<file path="src/hw/rtl/ufmms_pkg.sv">
package ufmms_pkg;

  // fixed field widths of the command and result words
  localparam int ELEM_W = 10;
  localparam int CNT_W  = 11;

  localparam int DEF_NUM_ELEMENTS = 1024;

  // largest set size that a count can record
  localparam logic [CNT_W-1:0] CNT_MAX = '1;

  // operation codes
  localparam logic [1:0] OP_UNION = 2'd0;
  localparam logic [1:0] OP_GET   = 2'd1;
  localparam logic [1:0] OP_MAKE  = 2'd2;

endpackage

</file>
<file path="src/hw/rtl/ufmms_merge.sv">
module ufmms_merge #(
  parameter int AW = 10
) (
  input  logic [ufmms_pkg::CNT_W-1:0] cnt_a,
  input  logic [AW-1:0]               lo_a,
  input  logic [AW-1:0]               hi_a,
  input  logic [ufmms_pkg::CNT_W-1:0] cnt_b,
  input  logic [AW-1:0]               lo_b,
  input  logic [AW-1:0]               hi_b,
  output logic                        b_wins,
  output logic [ufmms_pkg::CNT_W-1:0] cnt_sum,
  output logic [AW-1:0]               lo,
  output logic [AW-1:0]               hi
);

  logic [ufmms_pkg::CNT_W:0] sum;

  // strictly larger second set takes the root, a tie stays with the first
  assign b_wins = cnt_a < cnt_b;

  // saturating count add
  assign sum     = {1'b0, cnt_a} + {1'b0, cnt_b};
  assign cnt_sum = sum[ufmms_pkg::CNT_W] ? ufmms_pkg::CNT_MAX : sum[ufmms_pkg::CNT_W-1:0];

  assign lo = (lo_b < lo_a) ? lo_b : lo_a;
  assign hi = (hi_b > hi_a) ? hi_b : hi_a;

endmodule

</file>
<file path="config.mk">
export PLATFORM = sky130hd
export DESIGN_NAME = ufmms_merge
export DESIGN_NICKNAME = d
export VERILOG_FILES = /design/src/hw/rtl/ufmms_pkg.sv /design/src/hw/rtl/ufmms_merge.sv
export SDC_FILE = /design/constraint.sdc
export NUM_CORES = 1
export LEC_CHECK = 0
export ABC_AREA = 1
export BUFFER_PORTS_ARGS = -buffer_cell sky130_fd_sc_hd__buf_2
export CELL_PAD_IN_SITES_DETAIL_PLACEMENT = 1
export CELL_PAD_IN_SITES_GLOBAL_PLACEMENT = 1
export CORE_MARGIN = 2
export CORE_UTILIZATION = 30
export DETAILED_ROUTE_END_ITERATION = 8
export PLACE_DENSITY = 0.85
export RECOVER_POWER = 100
export SLEW_MARGIN = 5
export SYNTH_ARGS = -nofsm -noshare
export SYNTH_HDL_FRONTEND = slang
export SYNTH_SLANG_ARGS = --single-unit
</file>
<file path="constraint.sdc">
create_clock -name vclk -period 1.6
set_input_delay 0.08 -clock vclk [all_inputs]
set_output_delay 0.08 -clock vclk [all_outputs]
set_load 0.1 [all_outputs]
</file>
==> impl_metrics.ini, run 1 <==
[floorplanning]
initial_core_util = 0.3110
rows = 27
io_pins = 94
fp.dieW_um = 79.78
die_y_um = 79.78

[synth]
syn_avg_cell_area_um2 = 5.504
yosys-top-cells-count = 104 x nand2_1, 58 x inv_1, 41 x ha_1
netlist.top_cell.by_area = ha_1
ys_warn_count = 0
yosysUniqueCellTypes = 22
yosysMostFrequentCell = nand2_1
yosysSeqAreaShare = 0
netlist_top_cells_area = ha_1 30%, nand2_1 23%, inv_1 13%
synth_fp_nets = 417
syn_area_mm2 = 0.001723
syn-instance-count = 313
synth_top_area_share = 0.2977

[sta]
worst-ep-kind = primary output
crit_endpoint = cnt_sum[7]

[status]
stop_stage = global routing
error_message = [ERROR GRT-0232] Routing congestion too high. Check the congestion heatmap in the GUI.
outcome = stopped before the end

[placement]
dp_hpwl_um = 6673
io_buffers = 94
place_area_mm2 = 0.003085
routabilityCongestion = 0.8371

[global_route]
grt_util_all_layers = 0.7109
gr-total-overflow = 48
grt_max_degree = 11
repair_timing:
item	4_1_cts
setup buffers	5
endpoints found under the setup margin	32
resized for setup	94
hold buffers	0
pin swaps	26
gates cloned	1
routing by layer:
metal / global-route usage / overflow
met1: 0.6993 / 0
met2: 0.9319 / 19
met3: 0.4559 / 2
met4: 0.8085 / 27
met5: 0 / 0
kinds of logic after synthesis:
| family | after synthesis | synth area share |
|---|---|---|
| simple gates | 178 | 0.4466 |
| buf+inv | 66 | 0.1496 |
| fa+ha+maj | 42 | 0.3094 |
| compound gates | 24 | 0.07916 |
| xor+xnor | 3 | 0.01525 |
through the flow:
stage	setup WS (ps)	TNS [ps]	utilization	cells
2_1_floorplan	-250.0	-1350	-	313
3_3_place_gp	-311.3	-3752	0.5569	512
3_5_place_dp	-484.8	-8832	0.5569	512
4_1_cts	-3.373	-3.373	0.6380	518
==> run 2, diff against run 1 <==
- CELL_PAD_IN_SITES_DETAIL_PLACEMENT: 1 -> unset
- CELL_PAD_IN_SITES_GLOBAL_PLACEMENT: 1 -> unset
- CORE_UTILIZATION: 30 -> 20
- PLACE_DENSITY: 0.85 -> unset
- PLACE_DENSITY_LB_ADDON: unset -> 0.15
==> run 2 against run 1 <==
The flow now finishes without violations. Synthesized cell count did not move. Area after synthesis unchanged.
==> impl_metrics.ini, run 2 <==
[synth]
netlist.top_cell.by_area = ha_1
yosysSeqAreaShare = 0
yosys-top-cells-count = 104 x nand2_1, 58 x inv_1, 41 x ha_1
syn-instance-count = 313
ys_warn_count = 0
synth_fp_nets = 417
yosysMostFrequentCell = nand2_1
syn_avg_cell_area_um2 = 5.504
syn_area_mm2 = 0.001723
yosysUniqueCellTypes = 22
synth_top_area_share = 0.2977
netlist_top_cells_area = ha_1 30%, nand2_1 23%, inv_1 13%

[global_route]
antenna_found_initial = 0
grt_pass1_vias = 2397
grt_util_all_layers = 0.1224
gr-total-overflow = 0
grt_first_pass_wirelength_um = 10270
grt_max_degree = 11

[routing]
first_iter_violations = 56
drt-total-wl_um = 6296
viasPerCell = 4.394
drt-wirelength-per-cell_um = 11.39
drtAntennaViolNets = 0
first_pass_iters = 4
drcViolationCount = 0
dr_total_vias = 2430

[floorplanning]
die-area_mm2 = 0.009373
rows = 33
core-area_mm2 = 0.008299
io_pins = 94
fp.dieW_um = 96.82
die_y_um = 96.82
initial_core_util = 0.2076

[placement]
place_ws_ps = -385.2
routabilityCongestion = 0.7939
io_buffers = 94
place_area_mm2 = 0.003132
dp_hpwl_um = 5153

[sta]
relSlewSlack = 0.8339
setup_viol = 0
hold_viol_final = 0
timing.final.crit_period_ps = 1579
max_freq_mhz = 633.4
period_share = 0.9867
tightestPinTransition_ps = 246.5
finalMaxSlewViolations = 0
rsz0062_at_grt = yes
setup_ws_ps = 21.20

[finish]
multiInputGateArea_mm2 = 0.002014
drive_above_1_share = 0.5960
seqCellArea_um2 = 0
nets = 554
layout_common_cells = 55 x nand2_1, 55 x buf_2, 46 x nand2_2, 42 x inv_1, 40 x buf_4
area_delta_synth_final_pct = 117.0
flops_and_latches = 0
clkbuf_count = 0
fill_cells = 844
n_antenna_cell = 0
finalInstanceArea_mm2 = 0.003739

[setup_path]
worstPathArrival_ps = 1500
critPathKind = in -> out
critPathRequiredTime_ps = 1520
crit_path_cell_trace = buf_8 > inv_4 > ha_4 > inv_4 > nand2_4 > nor3_4 > nand2_1 > nor2_2 > nor2_4 > buf_12 > o21ai_4 > buf_12
cp_slowest_cell = ha_4
worstPathMaxFanout = 7
startpoint_type = primary input
critPathMaxStageDelay_ps = 210
cp-end-kind = output port

[clock_network]
hold_buffers = 0

[status]
outcome = finished, final reports clean

[power]
ir_worst_vdd_v = 0.0004646
powerDensity_mw_per_mm2 = 674.8
p_leak_uw = 0.001958

[job]
maxCapViolCount = 0

[worst_hold_path]
hold_class = in -> out
-- run 2: timing repair --
item | in CTS | in global routing
pin swaps | 6 | 45
cloned | 0 | 2
buffers inserted | 3 | 4
gates resized for setup | 24 | 116
setup endpoints to repair | 22 | 32
-- run 2: worst paths after layout --
path | from | to | slack, ps | cells after the start
max | cnt_b[8] | cnt_sum[3] | 20 | 12
min | hi_a[8] | hi[8] | 540 | 4
-- run 2: logic make-up (layout without fill, tap and decap cells) --
family,after synthesis,in the layout,synth area share
AND/OR/NAND/NOR,178,179,0.4466
XOR/XNOR,3,3,0.01525
buffers and inverters,66,200,0.1496
adder cells (fa/ha/maj),42,42,0.3094
AO/OA/AOI/OAI,24,24,0.07916
-- run 2: layout make-up --
class                           count  share of cell area
Inverter                           60             0.06292
Tap cell                          105             0.03514
Timing Repair Buffer              140              0.3631
Multi-Input combinational cell    248              0.5388
-- run 2: metal layers --
metal,global-route usage,routed length [um],vias to the layer above,share of wire
met4,0.002167,0,0,0
met2,0.2196,3131,63,0.50
li1,-,-,1263,-
met5,0,0,-,0
met3,0.01662,322,0,0.051
met1,0.1648,2841,1104,0.45
-- run 2: per-stage QoR --
stage / setup TNS, ps / utilization / hold slack, ps / cells / power, uW
4_1_cts: 0 / 0.3945 / 546.4 / 547 / 2331
2_1_floorplan: -1350 / - / 524.5 / 313 / 1371
3_5_place_dp: -5019 / 0.3774 / 545.8 / 544 / 2254
6_report: 0 / 0.4505 / 541.6 / 553 / 2523
5_1_grt: -500.5 / 0.4505 / 560.0 / 553 / 2657
3_3_place_gp: -4484 / 0.3774 / 543.7 / 544 / 2254
-- run 2: worst max-delay path, delay by kind of cell --
family | cells | cell delay (ps)
adders and majority gates | 1 | 210
and+or+nand+nor | 5 | 590
AOI/OAI and AO/OA | 1 | 70
buffers and inverters | 5 | 550
-- run 2: report_power, final --
group	internal, uW	switching (uW)	leakage, uW
registers	0	0	0
logic	953	1570	0.00196
clock network	0	0	0
total	953	1570	0.00196
Note: power is estimated with default switching activity, not from simulation.
