<file path="config.mk">
export PLATFORM = sky130hd
export DESIGN_NAME = ufmms_ram
export DESIGN_NICKNAME = d
export VERILOG_FILES = /design/src/hw/rtl/ufmms_ram.sv
export SDC_FILE = /design/constraint.sdc
export NUM_CORES = 1
export LEC_CHECK = 0
export ABC_AREA = 1
export BUFFER_PORTS_ARGS = -buffer_cell sky130_fd_sc_hd__buf_2
export CORE_MARGIN = 4
export CORE_UTILIZATION = 60
export DETAILED_ROUTE_END_ITERATION = 8
export GPL_TIMING_DRIVEN = 1
export PLACE_DENSITY = 0.77
export SLEW_MARGIN = 15
export SYNTH_ARGS = -nofsm -noshare
export SYNTH_HDL_FRONTEND = slang
export SYNTH_SLANG_ARGS = --single-unit
</file>
<file path="constraint.sdc">
create_clock -name clk -period 1.91 [get_ports clk]
set_input_delay 0.2865 -clock clk [delete_from_list [all_inputs] [get_ports clk]]
set_output_delay 0.2865 -clock clk [all_outputs]
set_load 0.02 [all_outputs]
</file>
<file path="src/hw/rtl/ufmms_ram.sv">
module ufmms_ram #(
  parameter int WIDTH = 8,
  parameter int DEPTH = 16,
  localparam int AW = $clog2(DEPTH)
) (
  input  logic             clk,
  input  logic             we,
  input  logic [AW-1:0]    waddr,
  input  logic [WIDTH-1:0] wdata,
  input  logic [AW-1:0]    raddr,
  output logic [WIDTH-1:0] rdata
);

  logic [WIDTH-1:0] mem [DEPTH];

  always_ff @(posedge clk) begin
    if (we) begin
      mem[waddr] <= wdata;
    end
    rdata <= mem[raddr];
  end

endmodule

</file>
==> impl_metrics.csv, run 1 <==
group,metric,value,unit
run_status,run_status,"finished, final reports clean",
layout,finalInstanceArea,6590,um2
layout,area_delta_synth_final,14.3,%
cts,clock_sinks,136,
cts,cts_max_path_buffers,2,
power_and_ir_drop,p_sw_share,22.9,%
synthesis,synthTopCellsByArea,"edfxtp_1 67%, nand2_1 11%, nand3_1 8.4%, inv_1 6.5%, dfxtp_1 2.8%",
sta,slew_headroom,57.5,%
detailed_routing,drt-pass1-iter-count,5,
cts,htreeDepth,4,
cts,clk_pin_slew,0.06,ns
setup_path,cp-end-kind,"primary output",
setup_path,slowest_delay,0.35,ns
synthesis,synth_nets,569,
detailed_routing,routed_wl,12300,um
setup_path,worstPathCellList,"buf_2",
cts,hold_buffers,0,
cts,post_cts_buffers,0,
power_and_ir_drop,leakage,2.88,nW
detailed_routing,highest_layer,"met4",
floorplan,core_area,9280,um2
run,maxCapViolCount,0,
floorplan,initial_core_util,62.1,%
detailed_routing,drc_errors,0,
setup_path,path_delay_family,"flip-flops",
layout,drive_gt1_share,12.8,%
synthesis,seq_area_frac_synth,69.4,%
global_route,grt_max_degree,65,
floorplan,die_area,11200,um2
synthesis,yosys-top-cells-count,"173 x nand2_1, 128 x edfxtp_1, 100 x inv_1, 97 x nand3_1, 17 x nor2_1",
setup_path,path_max_fanout,1,
layout,fin_nets,607,
synthesis,synth_cell_types,12,
cts,cts_buffers,17,
cts,insertion_delay,0.52,ns
global_route,overflow,0,
cts,cts-resized-gates,0,
synthesis,synth_warnings,0,
placed_design,pre_cts_slack,0.422,ns
setup_path,path_buf_inv,1,
detailed_routing,drtAntennaViolNets,0,
synthesis,synth_edf_count,128,
global_route,grt_pass1_wl,19500,um
layout,antennaDiodeCount,0,
sta,tns,0,ns
setup_path,start_kind,"flip-flop",
power_and_ir_drop,clock_power_share,43.7,%
detailed_routing,drt_iter0_markers,423,
placed_design,gp_congestion,0.912,
detailed_routing,route.met3.wl,885,um
global_route,antenna_found_initial,0,
power_and_ir_drop,combPwrFrac,6.3,%
placed_design,io_buffers,25,
sta,fin_crit,1.32,ns
sta,fin_skew,0.00610,ns
synthesis,yosysTopAreaCell,"edfxtp_1",
power_and_ir_drop,power_frac_seq,50.0,%
setup_path,timing_worst_setup_path_type,"flip-flop to primary output",
placed_design,placed_cell_area,6050,um2
detailed_routing,met2_length,6120,um
power_and_ir_drop,power_switching,0.00154,W
setup_path,cp.arrival,1.04,ns
cts,cts_tree,"built",
sta,setup_viol,0,
floorplan,die_h,106,um
synthesis,yosysMostFrequentCell,"nand2_1",
sta,maxSlewViolCount,0,
layout,utilization,71.0,%
cts,cts_root_buf,"clkbuf_8",
detailed_routing,wire_per_inst,16.9,um
global_route,grt_use_total,23.4,%
power_and_ir_drop,ir_worst_vdd,626,uV
placed_design,hpwlAfterDp,7290,um
detailed_routing,wl_met1,4940,um
detailed_routing,vias,3882,
setup_path,slowest_stage,"dfxtp_1",
floorplan,num_rows,35,
power_and_ir_drop,power.internal,0.00518,W
global_route,grt_pass1_vias,3715,
sta,fmax,755,MHz
detailed_routing,avgViaCountPerCell,5.31,
synthesis,synth_top_area_share,66.7,%
sta,worst_slew_pin_slew,0.637,ns
synthesis,syn-cell-area,5770,um2
sta,finalWorstSetupSlack,0.585,ns
layout,regArea,4000,um2
synthesis,synth-seq-cells,136,
synthesis,ys.flop_type,"edfxtp_1",
sta,rsz0062_at_grt,"no",
floorplan,ios,26,
synthesis,syn_avg_cell_area,10.5,um2
layout,fill_cells,633,
floorplan,die_w,106,um
sta,timing.final.crit_share,69.4,%
layout,multiInputGateArea,1210,um2
hold_path,min_path_type,"input pin to flip-flop",
sta,hold_viol_final,0,
power_and_ir_drop,power_density,1020,nW/um2
setup_path,critPathRequiredTime,1.62,ns
synthesis,synthCells,551,
synthesis,synthArstFlopShare,0,%
area by class of cell:
type                       count  area share (%)
inverter                     102            5.81
timing repair buffer          43            4.33
clock inverter                15            1.94
clock buffer                  17            6.29
sequential                   136            60.8
multi-input combinational    289            18.4
tap                          129            2.45
kinds of logic after synthesis:
group / count (synthesis) / synth area share [%]
buffers and inverters: 126 / 9.52
flip-flops: 136 / 69.4
AND/OR/NAND/NOR: 289 / 21.0
power by group through the flow:
stage	combinational, W	clock (W)	sequential, W
floorplan	0.000235	0	0.00344
global placement	0.000401	0	0.00341
detailed placement	0.000415	0	0.00342
CTS	0.000420	0.00296	0.00336
global route	0.000463	0.00314	0.00336
finish	0.000420	0.00293	0.00336
final timing paths:
path,slack (ns),endpoint,cells after the start,startpoint
setup / recovery,0.59,rdata[1],1,rdata[1]
hold / removal,0.13,rdata[0],3,raddr[3]
setup reg to reg,0.83,rdata[6],6,mem[7][6]
hold reg to reg,0.65,rdata[0],6,mem[11][0]
sequential cells by signal, indices dropped and copies added, names as in the netlist:
register  flops
rdata         8
mem         128
routing by layer:
metal  global-route usage (%)  up-vias
li1                         -     1850
met1                     30.4     1831
met2                     37.6      168
met3                     5.83       33
met4                     10.7        0
met5                        0        -
per-stage QoR:
| step | cells | hold slack (ns) | total power, W |
|---|---|---|---|
| after floorplan | 551 | 0.385 | 0.00367 |
| after global placement | 699 | 0.635 | 0.00382 |
| after detailed placement | 699 | 0.642 | 0.00383 |
| after CTS | 731 | 0.113 | 0.00674 |
| after global routing | 731 | 0.124 | 0.00696 |
| final | 731 | 0.133 | 0.00671 |
placed cells by master, fill, tap and decap left out, drive strengths merged:
cell        n
buf        43
edfxtp    128
clkinvlp    5
nor2       17
clkbuf     17
nand3b      2
clkinv      6
nand3      97
dfxtp       8
inv       105
nand2     173
bufinv      1
Note: power is estimated with default switching activity, not from simulation.
==> inputs of run 2 (changes only) <==
ABC_AREA = 0   (was 1)
CORE_UTILIZATION = 54   (was 60)
PLACE_DENSITY = 0.73   (was 0.77)
clock period = 1.2 ns   (was 1.91 ns; I/O delays follow)
==> run 2 against run 1 <==
- the flow now finishes with violations (negative setup slack)
- via count shrank 34%
- largest cell class unchanged
- largest power group unchanged
- routed wire length shrank 14%
- non-clock buffer count grew 28
- count of clock-buffer cells in the layout grew 7
==> impl_metrics.csv, run 2 <==
group,metric,value,unit
cts,cts_tree,"built",
layout,fin_nets,327,
detailed_routing,vias,2561,
global_route,antenna_found_initial,0,
detailed_routing,drt-pass1-iter-count,4,
setup_path,reg2reg_from,"mem[2][6]",
setup_path,start_kind,"flip-flop",
placed_design,dp.cells,419,
layout,fin_cells,451,
synthesis,synth_edf_count,128,
synthesis,synth_top_area_share,74.7,%
synthesis,yosysTopAreaCell,"edfxtp_1",
floorplan,die_w,106,um
detailed_routing,wire_per_inst,23.4,um
synthesis,synth_cell_types,19,
synthesis,yosysMostFrequentCell,"edfxtp_1",
synthesis,synthCells,229,
global_route,grt_pass1_wl,16300,um
sta,timing.final.crit_share,109,%
cts,cts_root_buf,"clkbuf_8",
layout,fill_cells,569,
setup_path,critPathRequiredTime,1.60,ns
placed_design,placed_cell_area,5770,um2
hold_path,min-delay-start,"wdata[0]",
floorplan,die_h,106,um
global_route,overflow,0,
layout,largestRegisters,"mem (128), rdata (8)",
synthesis,synth_warnings,0,
floorplan,ios,26,
sta,rsz0062_at_grt,"yes",
cts,hold_buffers,0,
synthesis,synthArstFlopShare,0,%
setup_path,slowest_stage,"mux4_2",
setup_path,timing_worst_setup_path_type,"flip-flop to flip-flop",
detailed_routing,drt_iter0_markers,193,
sta,slew_headroom,35.3,%
setup_path,ff2ff_setup_slack,-0.10,ns
run,maxCapViolCount,0,
detailed_routing,drtAntennaViolNets,0,
placed_design,hpwlAfterDp,6500,um
layout,drive_gt1_share,46.6,%
global_route,grt_max_degree,24,
layout,final_cell_mix,"128 x edfxtp_1, 41 x buf_4, 32 x mux4_2, 21 x buf_2, 16 x clkbuf_16",
layout,area_delta_synth_final,24.9,%
placed_design,gp_congestion,0.760,
sta,hold_viol_final,0,
layout,largest_reg_flops,128,
synthesis,synthTopCellsByArea,"edfxtp_1 75%, mux4_2 7.9%, mux4_1 7.1%, dfxtp_1 3.1%, a22oi_1 2.3%",
detailed_routing,routed_wl,10600,um
setup_path,cp.arrival,1.70,ns
run_status,run_status,"complete, but fails checks",
cts,clock_sinks,136,
synthesis,ys.flop_type,"edfxtp_1",
cts,post_cts_buffers,0,
synthesis,yosys-top-cells-count,"128 x edfxtp_1, 18 x mux4_2, 16 x a22oi_1, 14 x mux4_1, 13 x nor2_1",
setup_path,cp-end-kind,"flip-flop",
sta,setup_viol,8,
layout,top_register,"mem",
setup_path,reg2reg_to,"rdata[6]",
cts,htreeDepth,4,
setup_path,slowest_delay,0.48,ns
synthesis,seq_area_frac_synth,77.8,%
layout,regArea,4010,um2
cts,clk_pin_slew,0.06,ns
sta,finalWorstSetupSlack,-0.103,ns
layout,layout_commonest_cell,"edfxtp_1",
hold_path,min_path_type,"input pin to flip-flop",
layout,finalInstanceArea,6430,um2
layout,multiInputGateArea,1100,um2
floorplan,num_rows,35,
power_and_ir_drop,power_density,1730,nW/um2
setup_path,path_max_fanout,1,
power_and_ir_drop,leakage,2.20,nW
detailed_routing,drc_errors,0,
detailed_routing,avgViaCountPerCell,5.68,
layout,antennaDiodeCount,0,
sta,worst_slew_pin_slew,0.968,ns
cts,cts_buffers,17,
placed_design,io_buffers,25,
sta,fmax,767,MHz
floorplan,core_area,9240,um2
cts,cts_max_path_buffers,2,
sta,fin_skew,0.00789,ns
sta,maxSlewViolCount,0,
cts,insertion_delay,0.51,ns
global_route,grt_use_total,20.8,%
sta,fin_crit,1.30,ns
synthesis,synth_nets,247,
run_status,violations,"negative setup slack",
hold_path,hold_end,"mem[8][0]",
floorplan,initial_core_util,55.7,%
power_and_ir_drop,ir_worst_vdd,861,uV
setup_path,worstPathCellList,"mux4_2 > a22oi_2 > nand2_1",
floorplan,die_area,11200,um2
synthesis,synth-seq-cells,136,
hold_path,hold_depth,1,
setup_path,rr_worst_depth,3,
synthesis,syn_avg_cell_area,22.5,um2
synthesis,syn-cell-area,5150,um2
global_route,grt_pass1_vias,2741,
## run 2: changes by cell type in the layout (fill, tap and decap cells not counted), moves of 9 or more
cell / change
buf_4: +25
nand3_1: -96
mux4_2: +32
nand2_1: -164
inv_1: -100
a22oi_2: +9
## run 2: cells by family after synthesis
group / share of synthesized area [%]
buffers and inverters: 1.68
DFF: 77.8
AOI/OAI and AO/OA: 2.33
and+or+nand+nor: 3.18
muxes: 15.0
## run 2: per-layer routing
layer / vias up / track usage, % / part of all wire (%)
li1: 1120 / - / -
met1: 1345 / 27.7 / 41
met2: 86 / 34.3 / 52
met3: 10 / 5.27 / 5.8
met4: 0 / 6.01 / 1.2
met5: - / 0 / 0
## run 2: per-stage QoR
stage / total power [W] / setup TNS [ns] / utilization [%] / hold WS [ns] / worst slack [ns]
after floorplan: 0.00577 / -1.22 / - / 0.279 / -0.113
after global placement: 0.00605 / -16.88 / 62.5 / 0.564 / -0.500
after detailed placement: 0.00607 / -20.25 / 62.5 / 0.581 / -0.558
after CTS: 0.0112 / -0.561 / 69.5 / 0.0373 / -0.110
after global routing: 0.0115 / -0.866 / 69.6 / 0.0427 / -0.165
final: 0.0111 / -0.527 / 69.6 / 0.0531 / -0.103
## run 2: area by class of cell
type,count,area share (%)
clock buffer,24,7.32
clock inverter,8,1.87
multi-input combinational,83,17.1
sequential,136,62.4
tap,129,2.51
timing repair buffer,71,8.82
## run 2: power by group
| part | leakage [nW] | internal, W | switching [W] |
|---|---|---|---|
| clock network | 0.287 | 0.00332 | 0.00179 |
| logic | 0.692 | 0.000308 | 0.000355 |
| registers | 1.22 | 0.00532 | 0.0000359 |
| total | 2.20 | 0.00894 | 0.00218 |
## run 2: repair_timing
item                       4_1_cts  5_1_grt
gates resized for setup         19        1
setup endpoints to repair       11       10
pin swaps                        4        1
## run 2: worst max-delay path, delay by kind of cell, from the launching register on
family / cells / cell delay [ns]
AOI/OAI and AO/OA: 1 / 0.24
DFF: 1 / 0.38
muxes: 1 / 0.48
and+or+nand+nor: 1 / 0.09
## run 2: how the worst max path moves through the flow
stage | startpoint | endpoint | slack [ns] | cells past startpoint
floorplan | waddr[2] | mem[0][0] | -0.11 | 2
CTS | mem[2][6] | rdata[6] | -0.11 | 3
global placement | raddr[0] | rdata[6] | -0.50 | 6
detailed placement | raddr[0] | rdata[6] | -0.56 | 6
global route | mem[2][6] | rdata[6] | -0.17 | 3
finish | mem[2][6] | rdata[6] | -0.10 | 3
